File: src/rtl/address_range_table_top_macros.svh
// ---------------------------------------------------------------------------
// Address range table assertion macros
// Shared concurrent check forms, clocked on clk and disabled during rst.
// ---------------------------------------------------------------------------
`ifndef ADDRESS_RANGE_TABLE_TOP_MACROS_SVH
`define ADDRESS_RANGE_TABLE_TOP_MACROS_SVH

// property that holds at every edge out of reset
`define ART_CHECK(lbl, prop, msg) \
  lbl: assert property (@(posedge clk) disable iff (rst) (prop)) else $error(msg);

// implication checked on the same edge
`define ART_IMPLY(lbl, ante, cons, msg) \
  lbl: assert property (@(posedge clk) disable iff (rst) (ante) |-> (cons)) else $error(msg);

`endif

File: src/rtl/art_pkg.sv
// ---------------------------------------------------------------------------
// Address range table package
// Operation and status codes plus the controller/datapath command structs.
// ---------------------------------------------------------------------------
package art_pkg;

  // request operation codes
  typedef enum logic [1:0] {
    OP_INSERT = 2'd0,
    OP_LOOKUP = 2'd1,
    OP_CLEAR  = 2'd2
  } art_op_t;

  // response status codes
  typedef enum logic [1:0] {
    ST_OK        = 2'd0,
    ST_FULL      = 2'd1,
    ST_BAD_RANGE = 2'd2,
    ST_NOT_FOUND = 2'd3
  } art_status_t;

  // controller to datapath commands
  typedef struct packed {
    logic load;     // capture the request transaction
    logic rd_en;    // read table entry at idx
    logic wipe_en;  // write an invalid entry at idx
    logic cmp_en;   // read data from last cycle is ready to compare
    logic commit;   // update table and load the response register
  } art_cmd_t;

  // datapath to controller status
  typedef struct packed {
    art_op_t op;
    logic    bad_range;
    logic    rsp_free;
  } art_stat_t;

endpackage

File: src/rtl/art_ctrl.sv
// ---------------------------------------------------------------------------
// Address range table controller
// Sequences the reset sweep, the per-request table walk and the response.
// ---------------------------------------------------------------------------
module art_ctrl #(
  parameter int TABLE_DEPTH = 64
) (
  input  logic                       clk,
  input  logic                       rst,
  input  logic                       req_valid,
  output logic                       req_stall,
  input  art_pkg::art_stat_t         stat,
  output art_pkg::art_cmd_t          cmd,
  output logic [$clog2(TABLE_DEPTH)-1:0] idx
);
  import art_pkg::*;

  localparam int IW = $clog2(TABLE_DEPTH);
  localparam logic [IW-1:0] LAST = IW'(TABLE_DEPTH - 1);

  typedef enum logic [6:0] {
    S_BOOT     = 7'b0000001,
    S_IDLE     = 7'b0000010,
    S_DISPATCH = 7'b0000100,
    S_SCAN     = 7'b0001000,
    S_DRAIN    = 7'b0010000,
    S_WIPE     = 7'b0100000,
    S_FINISH   = 7'b1000000
  } state_t;

  state_t        state, state_next;
  logic [IW-1:0] idx_q, idx_next;
  logic          cmp_pend;

  // state, entry index and read-pending flag
  always_ff @(posedge clk) begin
    if (rst) begin
      state    <= S_BOOT;
      idx_q    <= '0;
      cmp_pend <= 1'b0;
    end else begin
      state    <= state_next;
      idx_q    <= idx_next;
      cmp_pend <= cmd.rd_en;
    end
  end

  // next state and commands
  always_comb begin
    cmd        = '0;
    state_next = state;
    idx_next   = idx_q;
    case (state)
      S_BOOT, S_WIPE: begin
        cmd.wipe_en = 1'b1;
        if (idx_q == LAST) begin
          idx_next   = '0;
          state_next = (state == S_BOOT) ? S_IDLE : S_FINISH;
        end else begin
          idx_next = idx_q + 1'b1;
        end
      end
      S_IDLE: begin
        if (req_valid) begin
          cmd.load   = 1'b1;
          state_next = S_DISPATCH;
        end
      end
      S_DISPATCH: begin
        case (stat.op)
          OP_INSERT: state_next = stat.bad_range ? S_FINISH : S_SCAN;
          OP_LOOKUP: state_next = S_SCAN;
          OP_CLEAR:  state_next = S_WIPE;
          default:   state_next = S_FINISH;
        endcase
      end
      S_SCAN: begin
        cmd.rd_en = 1'b1;
        if (idx_q == LAST) begin
          idx_next   = '0;
          state_next = S_DRAIN;
        end else begin
          idx_next = idx_q + 1'b1;
        end
      end
      S_DRAIN: begin
        state_next = S_FINISH;
      end
      S_FINISH: begin
        if (stat.rsp_free) begin
          cmd.commit = 1'b1;
          state_next = S_IDLE;
        end
      end
      default: begin
        state_next = S_IDLE;
      end
    endcase
    cmd.cmp_en = cmp_pend;
  end

  assign idx       = idx_q;
  assign req_stall = (state != S_IDLE);

endmodule

File: config.mk
export PLATFORM = sky130hd
export DESIGN_NAME = art_ctrl
export DESIGN_NICKNAME = d
export VERILOG_FILES = /design/src/rtl/address_range_table_top_macros.svh /design/src/rtl/art_pkg.sv /design/src/rtl/art_ctrl.sv
export SDC_FILE = /design/constraint.sdc
export NUM_CORES = 1
export LEC_CHECK = 0
export ABC_CLOCK_PERIOD_IN_PS = 1600
export BUFFER_PORTS_ARGS = -buffer_cell sky130_fd_sc_hd__buf_2
export CORE_MARGIN = 3
export CORE_UTILIZATION = 47
export DETAILED_ROUTE_END_ITERATION = 10
export GPL_ROUTABILITY_DRIVEN = 0
export PLACE_DENSITY = 0.75
export SYNTH_ARGS = -nofsm -noshare
export SYNTH_HDL_FRONTEND = slang
export SYNTH_SLANG_ARGS = --single-unit
export TNS_END_PERCENT = 20
File: constraint.sdc
create_clock -name clk -period 1.6 [get_ports clk]
set_input_delay 0.08 -clock clk [delete_from_list [all_inputs] [get_ports clk]]
set_output_delay 0.08 -clock clk [all_outputs]
set_load 0.01 [all_outputs]
Word level (Yosys, flattened, before mapping)
Index checks and enable logic that the tools add are counted.

Input bits: 7. Memory bits (writable): 0. ROM bits: 0. Memories kept: 0. Register bits after elaboration: 14. Bits in latches: 0.

$mul: 0. $add $sub $neg: 1. Reduce and logical (&&, ||, !) cells: 4. Div/mod/pow operators: 0. Magnitude comparators: 0. Eq/ne operators: 15. Muxes and demuxes: 15. Shift operators: 0. Bitwise gates (word level): 0.

Operators with widths (number): two-way mux 7 bit (6); case mux 7 bit (6 select lines) (1); case mux 7 bit (3 select lines) (1); != test 2 bit, second input constant (4); == test 7 x 1 -> 1 bit, second input constant (1); == test 7 x 2 -> 1 bit, second input constant (1); == test 7 x 3 -> 1 bit, second input constant (1); == test 7 x 4 -> 1 bit, second input constant (1); == test 7 x 5 -> 1 bit, second input constant (1); == test 7 x 6 -> 1 bit, second input constant (1); == test 7 bit, second input constant (1); != test 7 x 2 -> 1 bit, second input constant (1); adder 6 x 1 -> 6 bit, second input constant (1); == test 6 bit, second input constant (1); two-way mux 1 bit (6); two-way mux 6 bit (1); AND reduction 4 bit (1); OR reduction 3 bit (1); == test 2 x 1 -> 1 bit, second input constant (1); == test 2 bit, second input constant (1); zero test 2 bit (1); OR reduction 2 bit (1).

Longest topological paths before layout
Gate-level depths: netlist (run 1).

Depth in word-level cells: 4. Mapped depth: 6.

Least setup slack after synthesis (run 1)
No wires, ideal clock.

Path kind: register -> register. Start: register state[3]. End: register state[1]. Clock period less this slack: 1625 ps. Arrival time: 1508 ps. Setup time: 117 ps. Stages on the path, launching flop included: 6. Buffers on the path: 1. Setup slack: -25 ps. Data required time: 1483 ps. Cells stage by stage: dfxtp_1 > buf_6 > or4_4 > nor4b_4 > nor3_1 > a22o_1.

Word-level cells in the longest chain between the ends: 4.

RTL lines: start: declaration (line art_ctrl.sv:31) `state_t state, state_next;`; start signal: assignment (line art_ctrl.sv:42) `state <= state_next;`; == test 7 x 1 -> 1 bit / == test 7 x 6 -> 1 bit (equally long branches) (line art_ctrl.sv:53, art_ctrl.sv:58); two-way mux 7 bit / OR reduction 2 bit (equally long branches) (line art_ctrl.sv:58, art_ctrl.sv:53); two-way mux 7 bit / != test 2 bit (equally long branches); case mux 7 bit (6 select lines) / AND reduction 4 bit (equally long branches).

Parallel ways exist; a longest one is shown, timed or not. The select of a mux whose other input is x is not followed. A chain may end at the register's enable or synchronous reset.

Worst setup path in the final report (run 1)
Start: register state[3]. End: output req_stall.

Word-level cells in the longest chain between the ends: 1.

RTL lines: != test 7 x 2 -> 1 bit (line art_ctrl.sv:103) `assign req_stall = (state != S_IDLE);`; end: declaration (line art_ctrl.sv:11) `output logic req_stall,`.

Every way passes these cells.

==> results of run 1 <==
==> logic make-up after synthesis <==
| logic type | count (synthesis) |
|---|---|
| XOR/XNOR | 4 |
| flip-flops | 14 |
| AO/OA/AOI/OAI | 22 |
| buffers and inverters | 14 |
| multiplexers | 1 |
| AND/OR/NAND/NOR | 40 |
| adder cells (fa/ha/maj) | 3 |
==> cells in the mapped netlist (2+ instances only) <==
master / number / area share
a21oi_1: 6 / 0.034
nand2_1: 3 / 0.013
nor4b_4: 2 / 0.053
a211oi_1: 2 / 0.017
xor2_1: 3 / 0.030
o21ai_0: 2 / 0.011
and3_1: 3 / 0.021
nor3_1: 5 / 0.028
nor3b_1: 3 / 0.025
nor2_1: 8 / 0.034
nand3_1: 3 / 0.017
inv_1: 9 / 0.038
or4_4: 2 / 0.025
ha_1: 3 / 0.042
dfxtp_1: 14 / 0.32
==> state kept, by name, summed over array words and instances, names as in the netlist <==
name      flops
cmp_pend      1
idx           6
state         7
==> final cells by class <==
type,count,area share
sequential,14,0.242
timing repair buffer,37,0.204
multi-input combinational,70,0.467
tap,25,0.0267
inverter,9,0.0289
clock buffer,4,0.0310
==> worst min-delay path: cells and delay by family <==
family / cells / cell delay, ns
and+or+nand+nor: 2 / 0.24
buffers and inverters: 1 / 0.09
==> through the flow <==
| step | TNS [ns] | setup WS, ns | util |
|---|---|---|---|
| after detailed placement | -0.182 | -0.0929 | 0.614 |
| after CTS | -1.13 | -0.242 | 0.660 |
| after global routing | -1.78 | -0.285 | 0.663 |
| after floorplan | -0.0427 | -0.0250 | - |
| after global placement | -0.00444 | -0.00444 | 0.614 |
| final | -1.10 | -0.228 | 0.663 |
==> how the worst min path moves through the flow <==
stage | depth (start not counted) | to | slack (ns) | from
after CTS | 3 | state[2]$_SDFFE_PP0P_ | 0.16 | req_valid
final | 3 | state[2]$_SDFFE_PP0P_ | 0.16 | req_valid
after detailed placement | 3 | state[2]$_SDFFE_PP0P_ | 0.44 | req_valid
after global placement | 4 | state[6]$_SDFFE_PP0P_ | 0.42 | stat[0]
after global routing | 2 | cmp_pend$_SDFF_PP0_ | 0.18 | rst
after floorplan | 1 | state[0]$_SDFFE_PP1P_ | 0.18 | rst
==> per-layer routing <==
| layer | vias up | share of wire | GRT usage |
|---|---|---|---|
| li1 | 433 | - | - |
| met1 | 428 | 0.44 | 0.240 |
| met2 | 21 | 0.50 | 0.348 |
| met3 | 6 | 0.042 | 0.0211 |
| met4 | 0 | 0.018 | 0.0645 |
| met5 | - | 0 | 0 |
==> where the power goes <==
| group | internal, mW | switching (mW) | total, mW |
|---|---|---|---|
| registers | 0.383 | 0.0439 | 0.427 |
| logic | 0.260 | 0.232 | 0.492 |
| clock network | 0.138 | 0.110 | 0.249 |
==> repair_timing <==
item                                    CTS  global route
pin swaps                                 3             1
setup buffers                             3             0
gates resized for setup                   6             3
hold endpoints to repair                  0             0
endpoints found under the setup margin    8            15
==> flow_summary.ini, run 1 <==
[layout]
final_cells = 159
layout.cells.most_common_list = buf_4 (19), buf_2 (17), dfxtp_1 (12)
layout.cell_area.non_filler_sq_mm = 0.00117
final_layout_size_suffix_gt1_frac = 0.425
fillCellCount = 166
finish.net_count = 145
leading_cell_type_in_the_layout_fill_and_taps_excluded = buf_4
multi_input_comb_area_sq_um = 547
areaGrowthSynthToFinish_pct = 31.5
final-seq-area_sq_um = 283
diodes = 0

[global_routing]
grt_max_degree = 17
via_count_of_the_first_global_routing_pass = 872
grtUsageTotal = 0.194
antenna_violations_before_repair = 0
grt_first_pass_wirelength_mm = 3.75
globalRouteOverflowTotal = 0

[timing]
report.final.slew_viol_count = 0
worst_pin_slew_ns = 0.399
smallest_setup_slack_after_layout_ns = -0.228
finalCritPeriodShare = 1.14
final_hold_viol_count = 0
hold_slack_ns = 0.161
setup_viol = 7
max_clock_freq_mhz = 547
grt_setup_unrepaired = yes
final_period_minus_worst_setup_slack_ns = 1.83
skew_ns = 0.00137
maxSlewHeadroom = 0.732

[logic_synthesis]
combinational_family_with_the_most_area_after_synthesis = simple AND/OR/NAND/NOR gates
synth_xor_area_frac = 0.0394
syn_avg_cell_area_sq_um = 9.08
synth_net_count = 108
synthesis.yosys.warnings = 0
synth_adder_area_share = 0.0422
post_synth_mux_area_share = 0.0113
synth-edff-count = 0
synth-simple-area-share = 0.311
ys_ff_latch = 14
synth.cell_area_sq_um = 890
postSynth.asyncResetShare = 0
synth_cell_type_count = 45
postSynth.topFlopCell = dfxtp_1
synth.yosys.seq_area_share = 0.315
compound_cell_area_share_of_the_yosys_netlist = 0.190
synthesis.instances = 98

[place]
port_buffer_cells = 18
dpl.hpwl_mm = 1.64
cell_area_reported_after_detailed_placement_sq_mm = 0.00108
placed_cells_incl_taps = 152

[setup_path]
rrSetupSlack_ns = -0.20
crit_path_end_kind = output port
logic_depth_of_the_worst_register_to_register_path = 5
path_max_fanout = 3
critPathTopFamily = simple AND/OR/NAND/NOR gates
timing.critical_path.slowest_stage_cell = or4_4
critical_path_arrival_ns = 1.75
worstSetupEndpoint = req_stall
required_ns = 1.52
critPathMaxStageDelay_ns = 0.56
startpoint = state[3]$_SDFFE_PP0P_
critPathKind = reg2out
path_cells = or4_4 -> nor4b_4 -> buf_4 -> inv_2 -> buf_6
timing.critical_path.from_type = flip-flop
crit_cells = 5
cp.buffers_inverters = 3
worstReg2RegStart = state[3]$_SDFFE_PP0P_
critical_path.reg2reg.endpoint = state[1]$_SDFFE_PP0P_

[die]
die_w_um = 49.5
top_level_ports = 19
die_height_um = 49.5
design.core.area_sq_mm = 0.00176
floorplan.initialDensity = 0.504
floorplan.rows = 15
design.die.area_sq_mm = 0.00245

[clock_network]
cts_tree = built
root_buffer = clkbuf_4
hold_fix_buffers_cts = 0
clk_pin_slew_worst_paths_ns = 0.08
cts_buffers = 3
cts_max_level = 1
clock_insertion_delay_worst_skew_ns = 0.28
numClockSinks = 14
cts-root-to-sink-buffers = 2

[detailed_routing]
finalWirelength_mm = 2.14
final_antenna_net_count = 0
count_of_vias_placed_by_the_detailed_router = 888
drcViolationCount = 0
firstDrtPassIters = 6
drtIter0Drc = 10
detail_route.vias_per_cell = 5.58
avgRoutedWirePerCell_um = 13.5

[flow_run]
drv.max_cap_violation_count = 0

[power_and_ir_drop]
p_total_mw = 1.17
vdd_ir_drop_max_mv = 0.704
total_leakage_power_nw = 0.542
cellPowerDensity_mw_per_mm2 = 998

[min_path]
min-delay-path-class = in2reg

[status]
status = finished, violations left
failed_checks = setup timing
No activity file was read; power rests on OpenSTA's default activity.
==> run 2, diff against run 1 <==
--- a/config.mk
+++ b/config.mk
@@ -8,10 +8,11 @@
 export ABC_CLOCK_PERIOD_IN_PS = 1600
 export BUFFER_PORTS_ARGS = -buffer_cell sky130_fd_sc_hd__buf_2
 export CORE_MARGIN = 3
-export CORE_UTILIZATION = 47
+export CORE_UTILIZATION = 50
+export CTS_BUF_LIST = sky130_fd_sc_hd__clkbuf_2
 export DETAILED_ROUTE_END_ITERATION = 10
 export GPL_ROUTABILITY_DRIVEN = 0
-export PLACE_DENSITY = 0.75
+export PLACE_DENSITY = 0.79
 export SYNTH_ARGS = -nofsm -noshare
 export SYNTH_HDL_FRONTEND = slang
 export SYNTH_SLANG_ARGS = --single-unit
==> run 2 against run 1 <==
Net effect:
- the flow still finishes with violations (setup timing)
- worst hold slack got worse by 0.061 ns
- sequential share of layout area fell by 0.97 points
- fmax fell by 2.6%
- combinational power rose by 13%
- global-route usage rose by 4.3 points
- critical endpoint unchanged
==> flow_summary.ini, run 2 (same netlist as run 1, synthesis figures left out) <==
[setup_path]
critical_path.reg2reg.endpoint = state[1]$_SDFFE_PP0P_
critPathTopFamily = simple AND/OR/NAND/NOR gates
startpoint = state[4]$_SDFFE_PP0P_
logic_depth_of_the_worst_register_to_register_path = 5
timing.critical_path.from_type = flip-flop
timing.critical_path.slowest_stage_cell = or4_4
worstReg2RegStart = state[2]$_SDFFE_PP0P_
critPathKind = reg2out
path_cells = or4_4 -> nor4b_4 -> buf_4 -> inv_2 -> buf_6
rrSetupSlack_ns = -0.17
path_max_fanout = 2
critical_path_arrival_ns = 1.80
required_ns = 1.52
crit_path_end_kind = output port
cp.buffers_inverters = 3
critPathMaxStageDelay_ns = 0.56

[min_path]
min-delay-path-class = in2reg
min-delay-start = stat[0]
timing.hold.worst_endpoint = state[6]$_SDFFE_PP0P_
hold-path-cell-count = 4

[timing]
setup_viol = 9
final_period_minus_worst_setup_slack_ns = 1.88
smallest_setup_slack_after_layout_ns = -0.277
grt_setup_unrepaired = yes
final_hold_viol_count = 0
worst_pin_slew_ns = 0.340
fin_setup_tns_ns = -1.41
report.final.slew_viol_count = 0
finalCritPeriodShare = 1.17
skew_ns = 0.00526
maxSlewHeadroom = 0.773
max_clock_freq_mhz = 533

[place]
dpl.hpwl_mm = 1.66
cell_area_reported_after_detailed_placement_sq_mm = 0.00108
port_buffer_cells = 18

[detailed_routing]
firstDrtPassIters = 4
finalWirelength_mm = 2.35
detail_route.vias_per_cell = 5.66
drtIter0Drc = 23
avgRoutedWirePerCell_um = 14.6
count_of_vias_placed_by_the_detailed_router = 912
drcViolationCount = 0
final_antenna_net_count = 0

[clock_network]
root_buffer = clkbuf_2
clk_pin_slew_worst_paths_ns = 0.14
cts_buffers = 3
cts_tree = built
clock_insertion_delay_worst_skew_ns = 0.30
cts-root-to-sink-buffers = 2
numClockSinks = 14
hold_fix_buffers_cts = 0
cts_max_level = 1

[layout]
fin_util = 0.775
registers.top_by_ff_count = state
layout.cell_area.non_filler_sq_mm = 0.00123
final_layout_size_suffix_gt1_frac = 0.467
fillCellCount = 104
largest_reg_flops = 7
finish.net_count = 148
multi_input_comb_area_sq_um = 588
layout.cells.most_common_list = buf_4 (21), buf_2 (15), dfxtp_1 (11)
diodes = 0
areaGrowthSynthToFinish_pct = 38.8
leading_cell_type_in_the_layout_fill_and_taps_excluded = buf_4
final-seq-area_sq_um = 287

[power_and_ir_drop]
cellPowerDensity_mw_per_mm2 = 940
total_leakage_power_nw = 0.560
p_total_mw = 1.16
vdd_ir_drop_max_mv = 0.557

[die]
die_height_um = 48.2
design.core.area_sq_mm = 0.00159
floorplan.initialDensity = 0.558
die_w_um = 48.2
top_level_ports = 19
design.die.area_sq_mm = 0.00232
floorplan.rows = 14

[global_routing]
antenna_violations_before_repair = 0
globalRouteOverflowTotal = 0
grt_first_pass_wirelength_mm = 3.80
grt_max_degree = 17
grtUsageTotal = 0.237
via_count_of_the_first_global_routing_pass = 872

[status]
failed_checks = setup timing
status = finished, violations left

[flow_run]
drv.max_cap_violation_count = 0
-- run 2: cell types whose count changed in the layout (fill, tap and decap cells not counted), sizes merged --
| cell | before | now |
|---|---|---|
| buf | 37 | 40 |
| clkbuf | 4 | 3 |
| clkinv | 0 | 1 |
-- run 2: what timing repair did --
item                                    4_1_cts  5_1_grt
pin swaps                                     8        3
endpoints found under the setup margin        9       16
gates resized for setup                      16        5
setup buffers                                 6        0
-- run 2: worst max path at each step --
stage,to,depth (start not counted)
after floorplan,state[1]$_SDFFE_PP0P_,5
after detailed placement,state[1]$_SDFFE_PP0P_,4
after global placement,state[1]$_SDFFE_PP0P_,4
after global routing,req_stall,5
final,req_stall,5
after CTS,req_stall,5
-- run 2: where the power goes --
part | internal, mW | switching, mW
combinational | 0.295 | 0.263
clock | 0.0543 | 0.125
sequential | 0.382 | 0.0412
-- run 2: worst reg2reg max path, cell delays in order, from the launching register on --
cell and delay, ns:
dfxtp_4 0.37, buf_6 0.12, or4_4 0.52, nor4b_4 0.34, nor3_1 0.09, a22o_1 0.24
-- run 2: per-layer routing --
layer / global-route usage / share of wire / vias to the layer above
met5: 0 / 0 / -
met4: 0.0968 / 0.018 / 0
met3: 0.0627 / 0.057 / 5
met2: 0.380 / 0.49 / 39
met1: 0.299 / 0.44 / 427
li1: - / - / 441
-- run 2: metrics by stage --
stage / hold WS (ns) / setup slack [ns] / instances
4_1_cts: 0.107 / -0.243 / 161
6_report: 0.0999 / -0.277 / 161
3_5_place_dp: 0.434 / -0.0709 / 151
3_3_place_gp: 0.418 / -0.0168 / 151
5_1_grt: 0.0908 / -0.334 / 161
2_1_floorplan: 0.179 / -0.0250 / 98
-- run 2: final cells by class --
type,count,area share
Clock inverter,1,0.00304
Tap cell,24,0.0243
Timing Repair Buffer,40,0.225
Inverter,9,0.0274
Sequential cell,14,0.232
Clock buffer,3,0.0122
Multi-Input combinational cell,70,0.476
==> run 3, diff against run 2 <==
--- a/config.mk
+++ b/config.mk
@@ -7,12 +7,12 @@
 export LEC_CHECK = 0
 export ABC_CLOCK_PERIOD_IN_PS = 1600
 export BUFFER_PORTS_ARGS = -buffer_cell sky130_fd_sc_hd__buf_2
-export CORE_MARGIN = 3
 export CORE_UTILIZATION = 50
 export CTS_BUF_LIST = sky130_fd_sc_hd__clkbuf_2
 export DETAILED_ROUTE_END_ITERATION = 10
 export GPL_ROUTABILITY_DRIVEN = 0
 export PLACE_DENSITY = 0.79
+export REMOVE_ABC_BUFFERS = 1
 export SYNTH_ARGS = -nofsm -noshare
 export SYNTH_HDL_FRONTEND = slang
 export SYNTH_SLANG_ARGS = --single-unit
==> constraint.sdc (replaced) <==
create_clock -name clk -period 1.6 [get_ports clk]
set_input_delay 0.16 -clock clk [delete_from_list [all_inputs] [get_ports clk]]
set_output_delay 0.16 -clock clk [all_outputs]
set_load 0.01 [all_outputs]
==> run 3 against run 2 <==
Net effect:
- the run still ends with setup timing left
- final cell count decreased by 8.1%
- setup slack got worse by 0.096 ns
- clock power about the same
- largest cell class unchanged
==> flow_summary.ini, run 3 (same netlist as run 1, synthesis figures left out) <==
[layout]
final_layout_size_suffix_gt1_frac = 0.417
registers.top_by_ff_count = state
fillCellCount = 118
layout.cells.most_common_list = buf_2 (17), buf_4 (16), dfxtp_1 (11)
areaGrowthSynthToFinish_pct = 28.7
fin_util = 0.726
leading_cell_type_in_the_layout_fill_and_taps_excluded = buf_2
final-seq-area_sq_um = 284
multi_input_comb_area_sq_um = 561
finish.net_count = 143
largest_reg_flops = 7
diodes = 0
layout.cell_area.non_filler_sq_mm = 0.00114

[clock_network]
cts-root-to-sink-buffers = 2
numClockSinks = 14
clock_insertion_delay_worst_skew_ns = 0.29
cts_max_level = 1
cts_tree = built
clk_pin_slew_worst_paths_ns = 0.14
root_buffer = clkbuf_2
cts_buffers = 3

[global_routing]
via_count_of_the_first_global_routing_pass = 803
antenna_violations_before_repair = 0
grt_max_degree = 17
grt_first_pass_wirelength_mm = 3.48
grtUsageTotal = 0.239
globalRouteOverflowTotal = 0

[min_path]
min-delay-path-class = in2reg
hold-path-cell-count = 4

[setup_path]
timing.critical_path.from_type = flip-flop
critical_path_arrival_ns = 1.81
critical_path.reg2reg.endpoint = state[6]$_SDFFE_PP0P_
worstReg2RegStart = state[3]$_SDFFE_PP0P_
crit_path_end_kind = output port
rrSetupSlack_ns = -0.17
startpoint = state[3]$_SDFFE_PP0P_
critPathKind = reg2out
logic_depth_of_the_worst_register_to_register_path = 5
path_max_fanout = 3
worstSetupEndpoint = cmd[4]
required_ns = 1.44

[detailed_routing]
drtIter0Drc = 29
drt-met1-wl_um = 993
met3_length_um = 102
firstDrtPassIters = 6
finalWirelength_mm = 2.21
met2_wirelength_mm = 1.07
final_antenna_net_count = 0
drcViolationCount = 0
avgRoutedWirePerCell_um = 14.9
route.top_layer_used = met4
count_of_vias_placed_by_the_detailed_router = 880
detail_route.vias_per_cell = 5.95

[die]
design.core.area_sq_mm = 0.00158
die_height_um = 44.2
floorplan.rows = 14
die_w_um = 44.2
floorplan.initialDensity = 0.564
design.die.area_sq_mm = 0.00195
top_level_ports = 19

[status]
status = finished, violations left
failed_checks = setup timing

[timing]
finalCritPeriodShare = 1.23
max_clock_freq_mhz = 507
report.final.slew_viol_count = 0
grt_setup_unrepaired = yes
maxSlewHeadroom = 0.737
final_hold_viol_count = 0
final_period_minus_worst_setup_slack_ns = 1.97
worst_pin_slew_ns = 0.392
skew_ns = 0.000936
smallest_setup_slack_after_layout_ns = -0.373
setup_viol = 13

[place]
place_ws_ns = -0.119
port_buffer_cells = 18
dpl.hpwl_mm = 1.63
cell_area_reported_after_detailed_placement_sq_mm = 0.00106

[power_and_ir_drop]
p_total_mw = 1.09
cellPowerDensity_mw_per_mm2 = 953
internal_power_mw = 0.688
vdd_ir_drop_max_mv = 0.704
total_leakage_power_nw = 0.537
sequentialPowerShare = 0.395
pwr-share-comb = 0.442
switching_pwr_mw = 0.403
clock_power_share = 0.163
switching_power_share_of_the_total = 0.369

[flow_run]
drv.max_cap_violation_count = 0
run 3: changes by cell type in the layout (fill, tap and decap cells not counted), sizes merged:
cell / previous run / this run
buf: 40 / 35
run 3: timing repair:
action	CTS	global route
setup buffers	0	2
gates resized for setup	7	4
endpoints found under the setup margin	11	15
pin swaps	2	5
hold buffers	0	0
run 3: stage by stage:
| step | hold slack, ns | std cells | TNS [ns] |
|---|---|---|---|
| floorplan | 0.225 | 93 | 0 |
| global placement | 0.505 | 142 | -0.0205 |
| detailed placement | 0.527 | 142 | -0.385 |
| CTS | 0.211 | 146 | -1.69 |
| global route | 0.201 | 148 | -3.32 |
| finish | 0.213 | 148 | -1.96 |
run 3: area by class of cell:
type,instances,area share
multi-input combinational,70,0.490
sequential,14,0.248
timing repair buffer,35,0.199
inverter,9,0.0295
tap,16,0.0175
clock buffer,3,0.0131
clock inverter,1,0.00328
run 3: how the worst min path moves through the flow:
stage,startpoint,to,slack [ns]
global route,stat[0],state[6]$_SDFFE_PP0P_,0.20
global placement,idx[1]$_SDFFE_PP0P_,idx[1]$_SDFFE_PP0P_,0.50
floorplan,rst,state[3]$_SDFFE_PP0P_,0.22
finish,stat[0],state[6]$_SDFFE_PP0P_,0.21
CTS,stat[0],state[6]$_SDFFE_PP0P_,0.21
detailed placement,rst,state[5]$_SDFFE_PP0P_,0.53
run 3: power by group through the flow:
stage          Combinational, mW  Sequential (mW)  Clock [mW]
2_1_floorplan              0.217            0.447           0
3_3_place_gp               0.424            0.429           0
3_5_place_dp               0.432            0.432           0
4_1_cts                    0.453            0.426       0.176
5_1_grt                    0.520            0.436       0.193
6_report                   0.482            0.431       0.178
run 3: layer usage:
| metal | up-vias | track usage |
|---|---|---|
| met5 | - | 0 |
| met4 | 0 | 0.0848 |
| met3 | 6 | 0.0694 |
| met2 | 30 | 0.376 |
| met1 | 411 | 0.311 |
| li1 | 433 | - |
run 3: worst max-delay path: stages, from the launching register on:
cell and delay [ns]:
dfxtp_2 0.35, or4_4 0.56, nor4b_4 0.33, and2_4 0.20
buf_6 0.09
